$ cat src/sv/olids_pkg.sv
`default_nettype none
package olids_pkg;

	localparam int DEPTH = 64;
	localparam int POS_W = 7;
	localparam int VAL_W = 32;
	localparam int CNT_W = $clog2(DEPTH + 1);
	localparam int CW = (CNT_W > POS_W) ? CNT_W : POS_W;

	localparam logic [1:0] MODE_LOCATE = 2'd0;
	localparam logic [1:0] MODE_INSERT = 2'd1;
	localparam logic [1:0] MODE_DELETE = 2'd2;

	localparam logic [1:0] STAT_OK    = 2'd0;
	localparam logic [1:0] STAT_RANGE = 2'd1;
	localparam logic [1:0] STAT_FULL  = 2'd2;

	typedef struct packed {
		logic [1:0]              mode;
		logic [POS_W-1:0]        position;
		logic signed [VAL_W-1:0] value;
	} in_item_t;

	typedef struct packed {
		logic [1:0]              status;
		logic                    found;
		logic [POS_W-1:0]        found_position;
		logic signed [VAL_W-1:0] removed_value;
		logic [POS_W-1:0]        length;
	} out_item_t;

	// broadcast to every cell
	typedef struct packed {
		logic             ins;
		logic             del;
		logic             cap;
		logic             loc;
		logic             scan;
		logic [CW-1:0]    pidx;
		logic [CW-1:0]    cnt;
		logic [VAL_W-1:0] value;
	} cell_ctrl_t;

	// result slot handed towards cell 0 during a scan
	typedef struct packed {
		logic             hit;
		logic [CW-1:0]    pos;
		logic [VAL_W-1:0] data;
	} slot_t;

	typedef enum logic [1:0] {
		S_IDLE,
		S_SCAN,
		S_DONE
	} state_t;

endpackage
`default_nettype wire

$ cat src/sv/olids_cell.sv
`default_nettype none
module olids_cell
	import olids_pkg::*;
(
	input  wire logic             clk,
	input  wire cell_ctrl_t       ctrl,
	input  wire logic [CW-1:0]    idx,
	input  wire logic [VAL_W-1:0] left_data,
	input  wire logic [VAL_W-1:0] right_data,
	input  wire slot_t            right_slot,
	output logic [VAL_W-1:0]      data,
	output slot_t                 slot
);

	logic [VAL_W-1:0] data_q;
	slot_t            slot_q;
	logic             at_pos;
	logic             past_pos;
	logic             live;

	assign at_pos   = (idx == ctrl.pidx);
	assign past_pos = (idx >= ctrl.pidx);
	assign live     = (idx < ctrl.cnt);

	always_ff @(posedge clk) begin
		if (ctrl.ins && past_pos) begin
			data_q <= at_pos ? ctrl.value : left_data;
		end else if (ctrl.del && past_pos) begin
			data_q <= right_data;
		end
	end

	always_ff @(posedge clk) begin
		if (ctrl.cap) begin
			slot_q.hit  <= ctrl.loc ? (live && (data_q == ctrl.value)) : (ctrl.del && at_pos);
			slot_q.pos  <= idx + CW'(1);
			slot_q.data <= data_q;
		end else if (ctrl.scan && !slot_q.hit) begin
			slot_q <= right_slot;
		end
	end

	assign data = data_q;
	assign slot = slot_q;

endmodule
`default_nettype wire

$ cat config.mk
export PLATFORM = sky130hd
export DESIGN_NAME = olids_cell
export DESIGN_NICKNAME = d
export VERILOG_FILES = /design/src/sv/olids_pkg.sv /design/src/sv/olids_cell.sv
export SDC_FILE = /design/constraint.sdc
export NUM_CORES = 1
export LEC_CHECK = 0
export ABC_AREA = 1
export BUFFER_PORTS_ARGS = -buffer_cell sky130_fd_sc_hd__buf_2
export CAP_MARGIN = 20
export CORE_MARGIN = 1
export CORE_UTILIZATION = 45
export CTS_CLUSTER_DIAMETER = 80
export CTS_CLUSTER_SIZE = 8
export DETAILED_ROUTE_END_ITERATION = 10
export GPL_TIMING_DRIVEN = 0
export PLACE_DENSITY = 0.87
export RECOVER_POWER = 50
export SYNTH_ARGS = -nofsm -noshare
export SYNTH_HDL_FRONTEND = slang
export SYNTH_SLANG_ARGS = --single-unit
export TNS_END_PERCENT = 10
$ cat constraint.sdc
create_clock -name clk -period 4.3 [get_ports clk]
set_clock_uncertainty 0.05 [all_clocks]
set_input_delay 0.215 -clock clk [delete_from_list [all_inputs] [get_ports clk]]
set_output_delay 0.215 -clock clk [all_outputs]
set_load 0.005 [all_outputs]
# Word level (Yosys, flattened, before mapping)
# Index checks and enable logic that the tools add are counted.
# word_totals
register_bits,72
input_bits,163
output_inout_bits,72
elab_cells,23
# op_classes
addsub,1
magnitude_cmp,2
n_eq_ne,2
n_mux,6
reduce_logical,8
# ops
op,count
2-to-1 mux 32 bit,3
2-to-1 mux 40 bit,2
== test 32 bit,1
"adder 7 x 1 -> 7 bit, second input constant",1
== test 7 bit,1
greater-or-equal comparator 7 bit,1
< comparator 7 bit,1
logical AND 1 bit,5
nonzero test 2 bit,2
logical NOT 1 bit,1
2-to-1 mux 1 bit,1

# Longest topological paths before layout
# Gate-level depths: netlist of the first run.
# logic_depth
word_depth,4
ltp_mapped,11

# Worst setup path after synthesis of the first run
# No wires, ideal clock.
# synth_timing
kind,reg-to-reg
start,"register slot_q, in the netlist slot[39]"
end,"register slot_q, in the netlist slot[0] (enable)"
setup_time_ps,493
arrival_ps,3260
path_slack_ps,497
path_stages_with_launch,2
period_less_slack_ps,3803
path_cell_list,edfxtp_1 o21ai_0
# synth_via
elab_chain_cells,3
# synth_rtl
item,line_no,source
start: declaration,olids_cell.sv:16,slot_t slot_q;
start signal: assignment,olids_cell.sv:39,slot_q <= right_slot;
logical NOT 1 bit,olids_cell.sv:38,end else if (ctrl.scan && !slot_q.hit) begin
logical AND 1 bit,olids_cell.sv:38,
nonzero test 2 bit (no line),--,
# No other way between the ends.
# A chain may end at the register's enable or synchronous reset.

# Final worst setup path of the first run
# layout_timing
start,input idx[6]
end,register data_q[14] (netlist: data[14]) (enable)
# layout_via
elab_chain_cells,3
# layout_rtl
item,line_no,source
start: declaration,olids_cell.sv:7,"input wire logic [CW-1:0] idx,"
greater-or-equal comparator 7 bit (*),olids_cell.sv:22,assign past_pos = (idx >= ctrl.pidx);
logical AND 1 bit (on tied branches),"olids_cell.sv:26, olids_cell.sv:28",
nonzero test 2 bit (no line) (*),--,
end signal: assignment,olids_cell.sv:27,data_q <= at_pos ? ctrl.value : left_data;
end signal: assignment,olids_cell.sv:29,data_q <= right_data;
end: declaration,olids_cell.sv:15,logic [VAL_W-1:0] data_q;
# Every way passes the cells marked *; elsewhere a longest branch is shown, timed or not.

==> results by group, run 1 <==
Placed design
  – # port buffers: ~230
  – Global placement routability congestion: slightly below 0.9
  – Post-placement worst setup slack: approximately 1.7 ns
  – Detailed Place HPWL: about 12000 um
  – Number of instances in the placed design: slightly above 900

STA
  – Tightest Pin Transition: between 0.7 and 0.8 ns
  – Post-route minimum period: 2.16 ns
  – Final-report max-slew violation count: 0
  – Number of endpoints failing setup at the final stage: 0
  – Unrepaired setup endpoints after global routing: false
  – Worst hold-check slack: ~0.075 ns
  – Worst slew margin: 0.490
  – Max Freq: between 400 and 500 MHz
  – Setup ws final: between 2 and 2.5 ns
  – Fraction of the cycle the final worst path needs: 0.502
  – Total Neg Setup Slack: 0 ns
  – Final Hold Vio Count: 0

Synthesis
  – Most used DFF post-synth: edfxtp_1
  – Cells after Synth: between 500 and 600
  – Distinct cell type count after synthesis: 21
  – Sequential cell area fraction in the yosys report: 0.482
  – Post-synth EDFFs: between 70 and 80
  – Leading cell types by total area after synthesis: edfxtp_1 (48%), nand2_1 (18%), o21ai_0 (6.8%)
  – Yosys warnings: 0
  – Post-synthesis net count: approximately 700
  – Share of synthesized registers carrying an async set or reset: 0
  – Area share of the largest cell type after synthesis: 0.482
  – Total of flip-flops plus latches after synthesis: 72
  – Biggest area consumer among synthesized cells: edfxtp_1
  – Post-synth design cell area: around 4500 um2
  – Post-synthesis average cell area: about 8.3 um2

Worst setup path
  – Worst setup startpoint: idx[6]
  – Critical Path Stages: 10
  – Slowest stage cell, crit path: inv_1
  – Crit path DAT: roughly 2.2 ns
  – Setup slack on the worst flop-to-flop path: approximately 2.8 ns
  – Crit path required time: around 4.3 ns
  – Maximum fanout along the worst path: 17
  – Top Family by Delay on Critical Path: buffers and inverters
  – Depth of the most critical reg-to-reg path: 9
  – Worst Setup Start Kind: input pin
  – Path type of the worst setup path: in2reg
  – Worst reg2reg endpoint: slot[39]
  – Critical path endpoint category: register
  – Cell chain of the critical path: buf_2 > ha_1 > nand2_2 > nor2_1 > nand2_1 > buf_6 > o2111ai_2 > o21ai_0 > inv_1 > buf_16
  – Stage delay of the slowest cell on the critical path: 0.57 ns
  – Source of the worst register-to-register timing path: data[9]
  – Critical Path Sink: data[14]
  – Number of buffers and inverters on the critical path: 4

Job
  – Number of max-cap violations: 0

Floorplan
  – Initial core utilization: 0.461
  – Die width: a little over 100 um
  – Number of rows created at floorplan: 36
  – Vertical die dimension: ~100 um
  – Core box area: just under 10000 um2
  – Number of top-level design ports: 235
  – Die area: roughly 10000 um2

Layout
  – Antenna Diode Count: 0
  – Highest-count cells in the layout ignoring fill and taps: nand2_1 (212), buf_2 (178), edfxtp_1 (72)
  – Core Util, Final: 0.616
  – Most common cell after layout, fill and taps aside: nand2_1
  – Post-route insts no fill: just over 900
  – Fill count: roughly 930
  – Layout Nets: just under 1000
  – Area growth, synth to finish: 33.7%
  – Fraction of final layout cells sized beyond drive strength 1: 0.303

Clocking
  – Number of CTS-inserted buffers: 9
  – Master cell of the clock root buffer: clkbuf_8
  – CTS Hold Buffers Added: 0
  – Clk pin slew, worst setup/hold paths: about 0.080 ns
  – Clock Sinks: about 70
  – Clock tree from TritonCTS: yes
  – Count of H-tree levels built during CTS: 3
  – Number of gates given a new drive strength after cts: 0
  – Clock tree buffer depth: 2
  – Setup repair bufs after CTS: 0
  – Clk_lat worst skew: approximately 0.36 ns

Drt
  – Total wire length after detailed routing: ~14000 um
  – Post-DRT Antenna Nets: 0
  – Detailed Routing Iterations Pass 1: 9
  – Drt drc: 1
  – Total via count after detailed routing: 4561
  – Detailed Route Iter0 Violations: a little over 300
  – Via density per instance: 4.91
  – Average detailed-routed wire length per instance: 15.5 um

Global route
  – First-pass GRT wire length: around 21000 um
  – Tot GR Track Use: 0.277
  – Maximum number of pins on one net before global-route repair: 31
  – Final global-route overflow total: 0
  – Vias in the first global route: 4139
  – Number of antenna violations at the first check in global routing: 1

Min path
  – Worst hold path type: in2reg
  – Number of cells on the worst hold path: 3

Pwr
  – Total power density per cell area: 326 nW/um2
  – Lkg Pwr: just over 3 nW
  – Maximum vdd ir drop: 0.167 mV

Run status
  – Result of the run: finished, violations left
  – Failing checks: design-rule violations
## where the power goes
group	internal (mW)	switching [mW]	leakage, nW
Clock	0.219	0.296	0.0884
Sequential	0.894	0.0523	0.708
Combinational	0.205	0.290	2.23
## cells in the mapped netlist (3+ instances only)
| master | n |
|---|---|
| buf_6 | 7 |
| mux2i_1 | 8 |
| xnor2_1 | 6 |
| nand2_1 | 212 |
| nand4_1 | 3 |
| nand3_1 | 5 |
| a21oi_1 | 4 |
| edfxtp_1 | 72 |
| o21ai_0 | 61 |
| clkbuf_1 | 10 |
| ha_1 | 14 |
| nor2_1 | 29 |
| inv_1 | 71 |
| o21ai_2 | 32 |
## sequential cells by signal (all words and copies together) (netlist names)
register and cells:
data 32, slot 40
## routing by layer
layer  part of all wire  wire (um)  track usage  vias up
met5             0.0012         18            0        -
met4              0.023        325       0.0956        2
met3              0.071       1020       0.0417       27
met2               0.49       7000        0.473      234
met1               0.42       6060        0.359     2046
li1                   -          -            -     2252
## worst min-delay path: stages
cell	delay [ns]
buf_2	0.07
nand2_1	0.04
nand2_1	0.04
## through the flow
| step | total power, mW | cell area [um2] |
|---|---|---|
| 3_5_place_dp | 1.47 | 5880 |
| 3_3_place_gp | 1.45 | 5820 |
| 5_1_grt | 2.06 | 5990 |
| 4_1_cts | 1.98 | 6070 |
| 6_report | 1.96 | 5990 |
| 2_1_floorplan | 1.20 | 4480 |
## cell type report
class,instances,area [um2],share of cell area
buffer,20,136,0.0228
clock buffer,9,124,0.0207
clock inverter,7,61.3,0.0102
inverter,71,267,0.0445
multi-input combinational,380,1930,0.322
sequential,72,2160,0.361
tap,133,166,0.0278
timing repair buffer,236,1150,0.191
## worst min path at each step
| stage | startpoint | to | slack, ns |
|---|---|---|---|
| after floorplan | right_slot[13] | slot[13] | 0.34 |
| after global placement | right_slot[4] | slot[4] | 0.43 |
| after detailed placement | right_slot[26] | slot[26] | 0.43 |
| after CTS | right_slot[26] | slot[26] | 0.06 |
| after global routing | right_slot[26] | slot[26] | 0.07 |
| final | right_slot[26] | slot[26] | 0.07 |
## logic make-up after synthesis
logic type / share of synthesized area
XOR/XNOR: 0.0156
AO/OA/AOI/OAI: 0.140
buffers and inverters: 0.0898
adder cells (fa/ha/maj): 0.0391
AND/OR/NAND/NOR: 0.215
flip-flops: 0.482
multiplexers: 0.0179
No activity file was read; power rests on OpenSTA's default activity.
==> run 2, diff against run 1 <==
Settings changed: ABC_AREA 1 to 0, PLACE_DENSITY 0.87 to 0.88.
Clock period 4.3 ns to 2 ns, I/O delays scaled along.
==> run 2 against run 1 <==
  * The flow now finishes without violations
  * Clock power rose to 2.5 times the previous value
  * Setup slack got worse by 2.1 ns
  * Utilization rose by 4.1 points
  * Non-clock buffer count rose by 13
  * Global-route usage fell by 2.1 points
  * Hold slack got worse by 0.060 ns
  * Critical path type unchanged
  * Largest cell class unchanged
==> results by group, run 2 <==
Worst setup path
  – Path type of the worst setup path: in2reg
  – Critical Path Sink: data[21]
  – Number of buffers and inverters on the critical path: 2 (-2)
  – Crit path DAT: 1.95 ns (-0.22 ns)
  – Cell chain of the critical path: buf_2 > ha_1 > nand4_2 > nor2_4 > buf_4 > mux2_2 > mux2_4
  – Slowest stage cell, crit path: mux2_2
  – Critical path endpoint category: register
  – Top Family by Delay on Critical Path: multiplexers
  – Worst Setup Start Kind: input pin
  – Source of the worst register-to-register timing path: data[28]
  – Crit path required time: 2.04 ns (-2.28 ns)
  – Maximum fanout along the worst path: 10 (-7)
  – Depth of the most critical reg-to-reg path: 5 (-4)
  – Worst setup startpoint: idx[6]
  – Worst reg2reg endpoint: slot[39]
  – Setup slack on the worst flop-to-flop path: 0.13 ns (-2.64 ns)
  – Stage delay of the slowest cell on the critical path: 0.36 ns (-0.21 ns)
  – Critical Path Stages: 7 (-3)

Clocking
  – Clk pin slew, worst setup/hold paths: 0.09 ns (about the same)
  – Master cell of the clock root buffer: clkbuf_8
  – Clk_lat worst skew: 0.34 ns (-0.02 ns)
  – Count of H-tree levels built during CTS: 3 (unchanged)
  – Number of CTS-inserted buffers: 9 (unchanged)
  – Setup repair bufs after CTS: 0 (unchanged)
  – Clock Sinks: 72 (unchanged)
  – Clock tree buffer depth: 2 (unchanged)
  – Clock tree from TritonCTS: yes

Global route
  – Number of antenna violations at the first check in global routing: 0 (-1)
  – Vias in the first global route: 3686 (-11%)
  – Tot GR Track Use: 0.256 (-0.0210)
  – First-pass GRT wire length: 18800 um (-11%)
  – Maximum number of pins on one net before global-route repair: 33 (+6.5%)
  – Final global-route overflow total: 0 (unchanged)

Drt
  – Detailed Route Iter0 Violations: 108 (-65%)
  – Total wire length after detailed routing: 13100 um (-9.2%)
  – Via density per instance: 5.10 (+3.7%)
  – Drt drc: 0 (-1)
  – Post-DRT Antenna Nets: 0 (unchanged)
  – Detailed Routing Iterations Pass 1: 6 (-3)
  – Average detailed-routed wire length per instance: 18.6 um (+20%)
  – Total via count after detailed routing: 3594 (-21%)

STA
  – Setup ws final: 0.0862 ns (-2.06 ns)
  – Tightest Pin Transition: 0.879 ns (+0.115 ns)
  – Worst slew margin: 0.414 (-0.0759)
  – Final Hold Vio Count: 0 (unchanged)
  – Unrepaired setup endpoints after global routing: false
  – Fraction of the cycle the final worst path needs: 0.957
  – Worst hold-check slack: 0.0147 ns (-0.0603 ns)
  – Total Neg Setup Slack: 0 ns (unchanged)
  – Max Freq: between 500 and 600 MHz
  – Post-route minimum period: 1.91 ns
  – Number of endpoints failing setup at the final stage: 0 (unchanged)
  – Final-report max-slew violation count: 0 (unchanged)

Floorplan
  – Die width: 100 um (-1.7%)
  – Core box area: 9280 um2 (-4.6%)
  – Number of rows created at floorplan: 35 (-2.8%)
  – Initial core utilization: 0.467 (+0.00594)
  – Vertical die dimension: 100 um (-1.7%)
  – Number of top-level design ports: 235 (unchanged)
  – Die area: 10000 um2 (-3.3%)

Synthesis
  – Post-synthesis average cell area: 14.4 um2 (+74%)
  – Most used standard cell by instance count after synthesis: edfxtp_1
  – Area share of the largest cell type after synthesis: 0.499 (+0.0167)
  – Post-synth EDFFs: 72 (unchanged)
  – Total of flip-flops plus latches after synthesis: 72 (unchanged)
  – Cells after Synth: 302 (-44%)
  – Sequential cell area fraction in the yosys report: 0.499 (+0.0167)
  – Post-synth design cell area: 4330 um2 (-3.3%)
  – Share of synthesized registers carrying an async set or reset: 0 (unchanged)
  – Biggest area consumer among synthesized cells: edfxtp_1
  – Leading cell types by total area after synthesis: edfxtp_1 (50%), mux2_2 (18%), mux2_4 (10%)
  – Distinct cell type count after synthesis: 30 (+43%)
  – Yosys warnings: 0 (unchanged)
  – Most used DFF post-synth: edfxtp_1
  – Post-synthesis net count: 479 (-33%)
  – Most common library cells after synthesis: edfxtp_1 (72), mux2_2 (68), mux2_4 (30)

Layout
  – Core Util, Final: 0.657 (+0.0410)
  – Most common cell after layout, fill and taps aside: buf_2
  – Post-route cell area: 6100 um2 (+1.8%)
  – Fraction of final layout cells sized beyond drive strength 1: 0.559 (+0.256)
  – Antenna Diode Count: 0 (unchanged)
  – Layout Nets: 748 (-23%)
  – Highest-count cells in the layout ignoring fill and taps: buf_2 (198), edfxtp_1 (72), mux2_2 (67)
  – Area growth, synth to finish: 40.8%
  – Flip-flop count of the largest register after layout: 40 (unchanged)
  – Post-route insts no fill: 705 (-24%)

Pwr
  – Lkg Pwr: 2.65 nW (-12%)
  – Final Total Pwr: 4.39 mW (+120%)
  – Total power density per cell area: 720 nW/um2 (+120%)
  – Maximum vdd ir drop: 0.397 mV (+140%)

Placed design
  – Post-placement worst setup slack: -0.387 ns (-2.13 ns)
  – Placement Cell Area: 5680 um2 (-3.3%)
  – Global placement routability congestion: 0.872 (-0.59%)
  – Detailed Place HPWL: 9990 um (-13%)
  – # port buffers: 233 (-0.43%)
  – Number of instances in the placed design: 665 (-27%)

Job
  – Number of max-cap violations: 0 (unchanged)

Run status
  – Result of the run: completed

Min path
  – Worst hold path type: in2reg
## run 2: cell types whose count changed after synthesis, sizes merged, moves of 11 or more
cell	before	now
mux2	0	98
nand2	214	5
xnor2	6	24
xor2	2	13
inv	71	15
nor2	29	8
o21ai	93	3
## run 2: power by group
part           total, mW  switching [mW]  internal (mW)  leakage, nW
combinational       1.05           0.479          0.575         1.84
sequential          2.04           0.125           1.92        0.705
clock               1.29           0.582          0.711        0.109
## run 2: kinds of logic (layout without fill, tap and decap cells)
kind of cell | after synthesis | after routing | synth area share
AO/OA/AOI/OAI | 20 | 20 | 0.0309
XOR/XNOR | 37 | 37 | 0.0748
adder cells (fa/ha/maj) | 14 | 14 | 0.0404
buffers and inverters | 26 | 300 | 0.0309
flip-flops | 72 | 72 | 0.499
multiplexers | 98 | 98 | 0.281
AND/OR/NAND/NOR | 35 | 35 | 0.0436
## run 2: area by class of cell
class	instances	area, um2
clock buffer	10	128
tap	129	161
buffer	11	75.1
inverter	15	56.3
sequential	72	2160
timing repair buffer	258	1380
multi-input combinational	204	2050
clock inverter	6	90.1
fill	748	3180
## run 2: layer usage
| metal | wire [um] | track usage | up-vias |
|---|---|---|---|
| met5 | 0 | 0 | - |
| met2 | 6770 | 0.460 | 177 |
| met4 | 331 | 0.0936 | 0 |
| li1 | - | - | 1672 |
| met1 | 5140 | 0.306 | 1709 |
| met3 | 854 | 0.0439 | 36 |
## run 2: how the worst min path moves through the flow
stage / startpoint / endpoint / slack [ns] / depth (start not counted)
floorplan: right_data[10] / data[10] / 0.27 / 1
global placement: right_data[22] / data[22] / 0.35 / 2
detailed placement: right_data[19] / data[19] / 0.35 / 2
CTS: right_data[23] / data[23] / 0.002 / 2
global route: right_slot[9] / slot[9] / 0.0009 / 2
finish: right_slot[9] / slot[9] / 0.01 / 2
## run 2: timing repair
item	in CTS	in global routing
endpoints found under the setup margin	12	0
hold buffers	14	10
endpoints found under the hold margin	14	10
gates resized for setup	1	0
==> run 3, diff against run 2 <==
Settings changed: HOLD_SLACK_MARGIN set to 0.12.
==> run 3 against run 2 <==
  * Final area up 7.5%
  * Total power up 2.0%
  * Hold slack better by 0.13 ns
  * Routed wire length up 12%
  * Maximum frequency down 0.75%
  * Count of clock-buffer cells in the layout unchanged
  * Cell count up 6.7%
  * Sequential cell count unchanged
==> results by group, run 3 (synthesis results as in run 2) <==
Run status
  – Result of the run: completed

Worst setup path
  – Crit path DAT: 1.96 ns (about the same)
  – Stage delay of the slowest cell on the critical path: 0.36 ns (about the same)
  – Setup slack on the worst flop-to-flop path: 0.12 ns (about the same)
  – Source of the worst register-to-register timing path: data[28]
  – Path type of the worst setup path: in2reg
  – Cell chain of the critical path: buf_2 > ha_1 > nand4_2 > nor2_4 > buf_4 > mux2_2 > mux2_4
  – Worst Setup Start Kind: input pin
  – Critical path endpoint category: register
  – Slowest stage cell, crit path: mux2_2
  – Maximum fanout along the worst path: 10 (unchanged)
  – Worst setup startpoint: idx[4]
  – Crit path required time: 2.03 ns (about the same)

Drt
  – Detailed Route Iter0 Violations: 146 (+35%)
  – Drt drc: 0 (unchanged)
  – Post-DRT Antenna Nets: 0 (unchanged)
  – Via density per instance: 5.16 (+1.2%)
  – Total via count after detailed routing: 3881 (+8.0%)
  – Total wire length after detailed routing: 14700 um (+12%)
  – Detailed Routing Iterations Pass 1: 4 (-2)
  – Average detailed-routed wire length per instance: 19.6 um (+5.3%)

STA
  – Unrepaired setup endpoints after global routing: false
  – Tightest Pin Transition: 0.861 ns (-0.0177 ns)
  – Final Hold Vio Count: 0 (unchanged)
  – Worst hold-check slack: 0.141 ns (+0.126 ns)
  – Post-route minimum period: 1.93 ns (+0.0145 ns)
  – Worst slew margin: 0.426 (+0.0118)
  – Number of endpoints failing setup at the final stage: 0 (unchanged)
  – Max Freq: 519 MHz (-0.75%)
  – Final-report max-slew violation count: 0 (unchanged)
  – Total Neg Setup Slack: 0 ns (unchanged)
  – Setup ws final: 0.0717 ns (-0.0145 ns)
  – Fraction of the cycle the final worst path needs: 0.964 (+0.00727)

Layout
  – Flip-flop count of the largest register after layout: 40 (unchanged)
  – Antenna Diode Count: 0 (unchanged)
  – Highest-count cells in the layout ignoring fill and taps: buf_2 (188), edfxtp_1 (72), dlygate4sd3_1 (71)
  – Fraction of final layout cells sized beyond drive strength 1: 0.501 (-0.0582)
  – Area growth, synth to finish: 51.3%
  – Layout Nets: 795 (+6.3%)
  – Area of combinational cells with multiple inputs: 2050 um2 (unchanged)
  – Storage element area: 2160 um2 (unchanged)
  – Most common cell after layout, fill and taps aside: buf_2
  – Fill count: 687 (-8.2%)

Floorplan
  – Die area: 10000 um2 (unchanged)
  – Initial core utilization: 0.467 (unchanged)
  – Number of rows created at floorplan: 35 (unchanged)
  – Vertical die dimension: 100 um (unchanged)
  – Number of top-level design ports: 235 (unchanged)
  – Core box area: 9280 um2 (unchanged)
  – Die width: 100 um (unchanged)

Placed design
  – Detailed Place HPWL: 9990 um (unchanged)
  – Global placement routability congestion: 0.872 (unchanged)
  – # port buffers: 233 (unchanged)
  – Post-placement worst setup slack: -0.387 ns (unchanged)

Global route
  – Maximum number of pins on one net before global-route repair: 33 (unchanged)
  – Vias in the first global route: 4249 (+15%)
  – First-pass GRT wire length: 21600 um (+15%)
  – Number of antenna violations at the first check in global routing: 0 (unchanged)
  – Final global-route overflow total: 0 (unchanged)
  – Tot GR Track Use: 0.294 (+0.0386)

Clocking
  – Clk pin slew, worst setup/hold paths: 0.09 ns (about the same)
  – Clock Sinks: 72 (unchanged)
  – Number of CTS-inserted buffers: 9 (unchanged)
  – Clock tree from TritonCTS: yes
  – Master cell of the clock root buffer: clkbuf_8
  – Clk_lat worst skew: 0.34 ns (about the same)
  – Count of H-tree levels built during CTS: 3 (unchanged)
  – Clock tree buffer depth: 2 (unchanged)

Pwr
  – Lkg Pwr: 2.82 nW (+6.4%)
  – Total power density per cell area: 683 nW/um2 (-5.1%)
  – Maximum vdd ir drop: 0.427 mV (+7.4%)
  – Final Total Pwr: 4.48 mW (+2.0%)

Job
  – Number of max-cap violations: 0 (unchanged)

Min path
  – Launch point of the worst hold path: left_data[15]
  – Worst hold path type: in2reg
## run 3: repair_timing
item | 4_1_cts | 5_1_grt
hold buffers | 71 | 0
gates resized for setup | 1 | 0
setup endpoints to repair | 12 | 0
endpoints found under the hold margin | 71 | 0
setup buffers | 0 | 0
## run 3: layer usage
layer | global-route usage | vias to the layer above | part of all wire
li1 | - | 1763 | -
met1 | 0.319 | 1837 | 0.37
met3 | 0.0543 | 54 | 0.066
met4 | 0.148 | 0 | 0.041
met2 | 0.545 | 227 | 0.53
met5 | 0 | - | 0
## run 3: path summary, 6_finish.rpt
kind,cells after the start,end
worst max-delay path,7,data[21]
worst min-delay path,3,data[15]
worst max register to register,5,slot[39]
worst min register to register,1,slot[28]
## run 3: area by class of cell
class                   instances  area share
plain buffers                  11      0.0114
inverters                      15     0.00858
repair buffers                305       0.281
well taps                     129      0.0246
multi-input cells             204       0.312
clock buffers                  10      0.0195
clock inverters                 6      0.0137
flip-flops and latches         72       0.330
## run 3: per-stage QoR
stage	instance area [um2]	util	instances
finish	6560	0.706	752
global route	6560	0.706	752
CTS	6620	0.713	752
detailed placement	5680	0.612	665
global placement	5660	0.610	664
floorplan	4340	-	302
## run 3: power breakdown
group | internal, mW | leakage (nW) | switching [mW] | total (mW)
sequential | 1.92 | 0.705 | 0.128 | 2.05
clock | 0.711 | 0.109 | 0.585 | 1.30
combinational | 0.629 | 2.00 | 0.509 | 1.14
total | 3.26 | 2.82 | 1.22 | 4.48
## run 3: critical path: cells and delay by family
| kind | cells | cell delay (ns) |
|---|---|---|
| adders and majority gates | 1 | 0.32 |
| buffers and inverters | 2 | 0.43 |
| muxes | 2 | 0.62 |
| and+or+nand+nor | 2 | 0.48 |
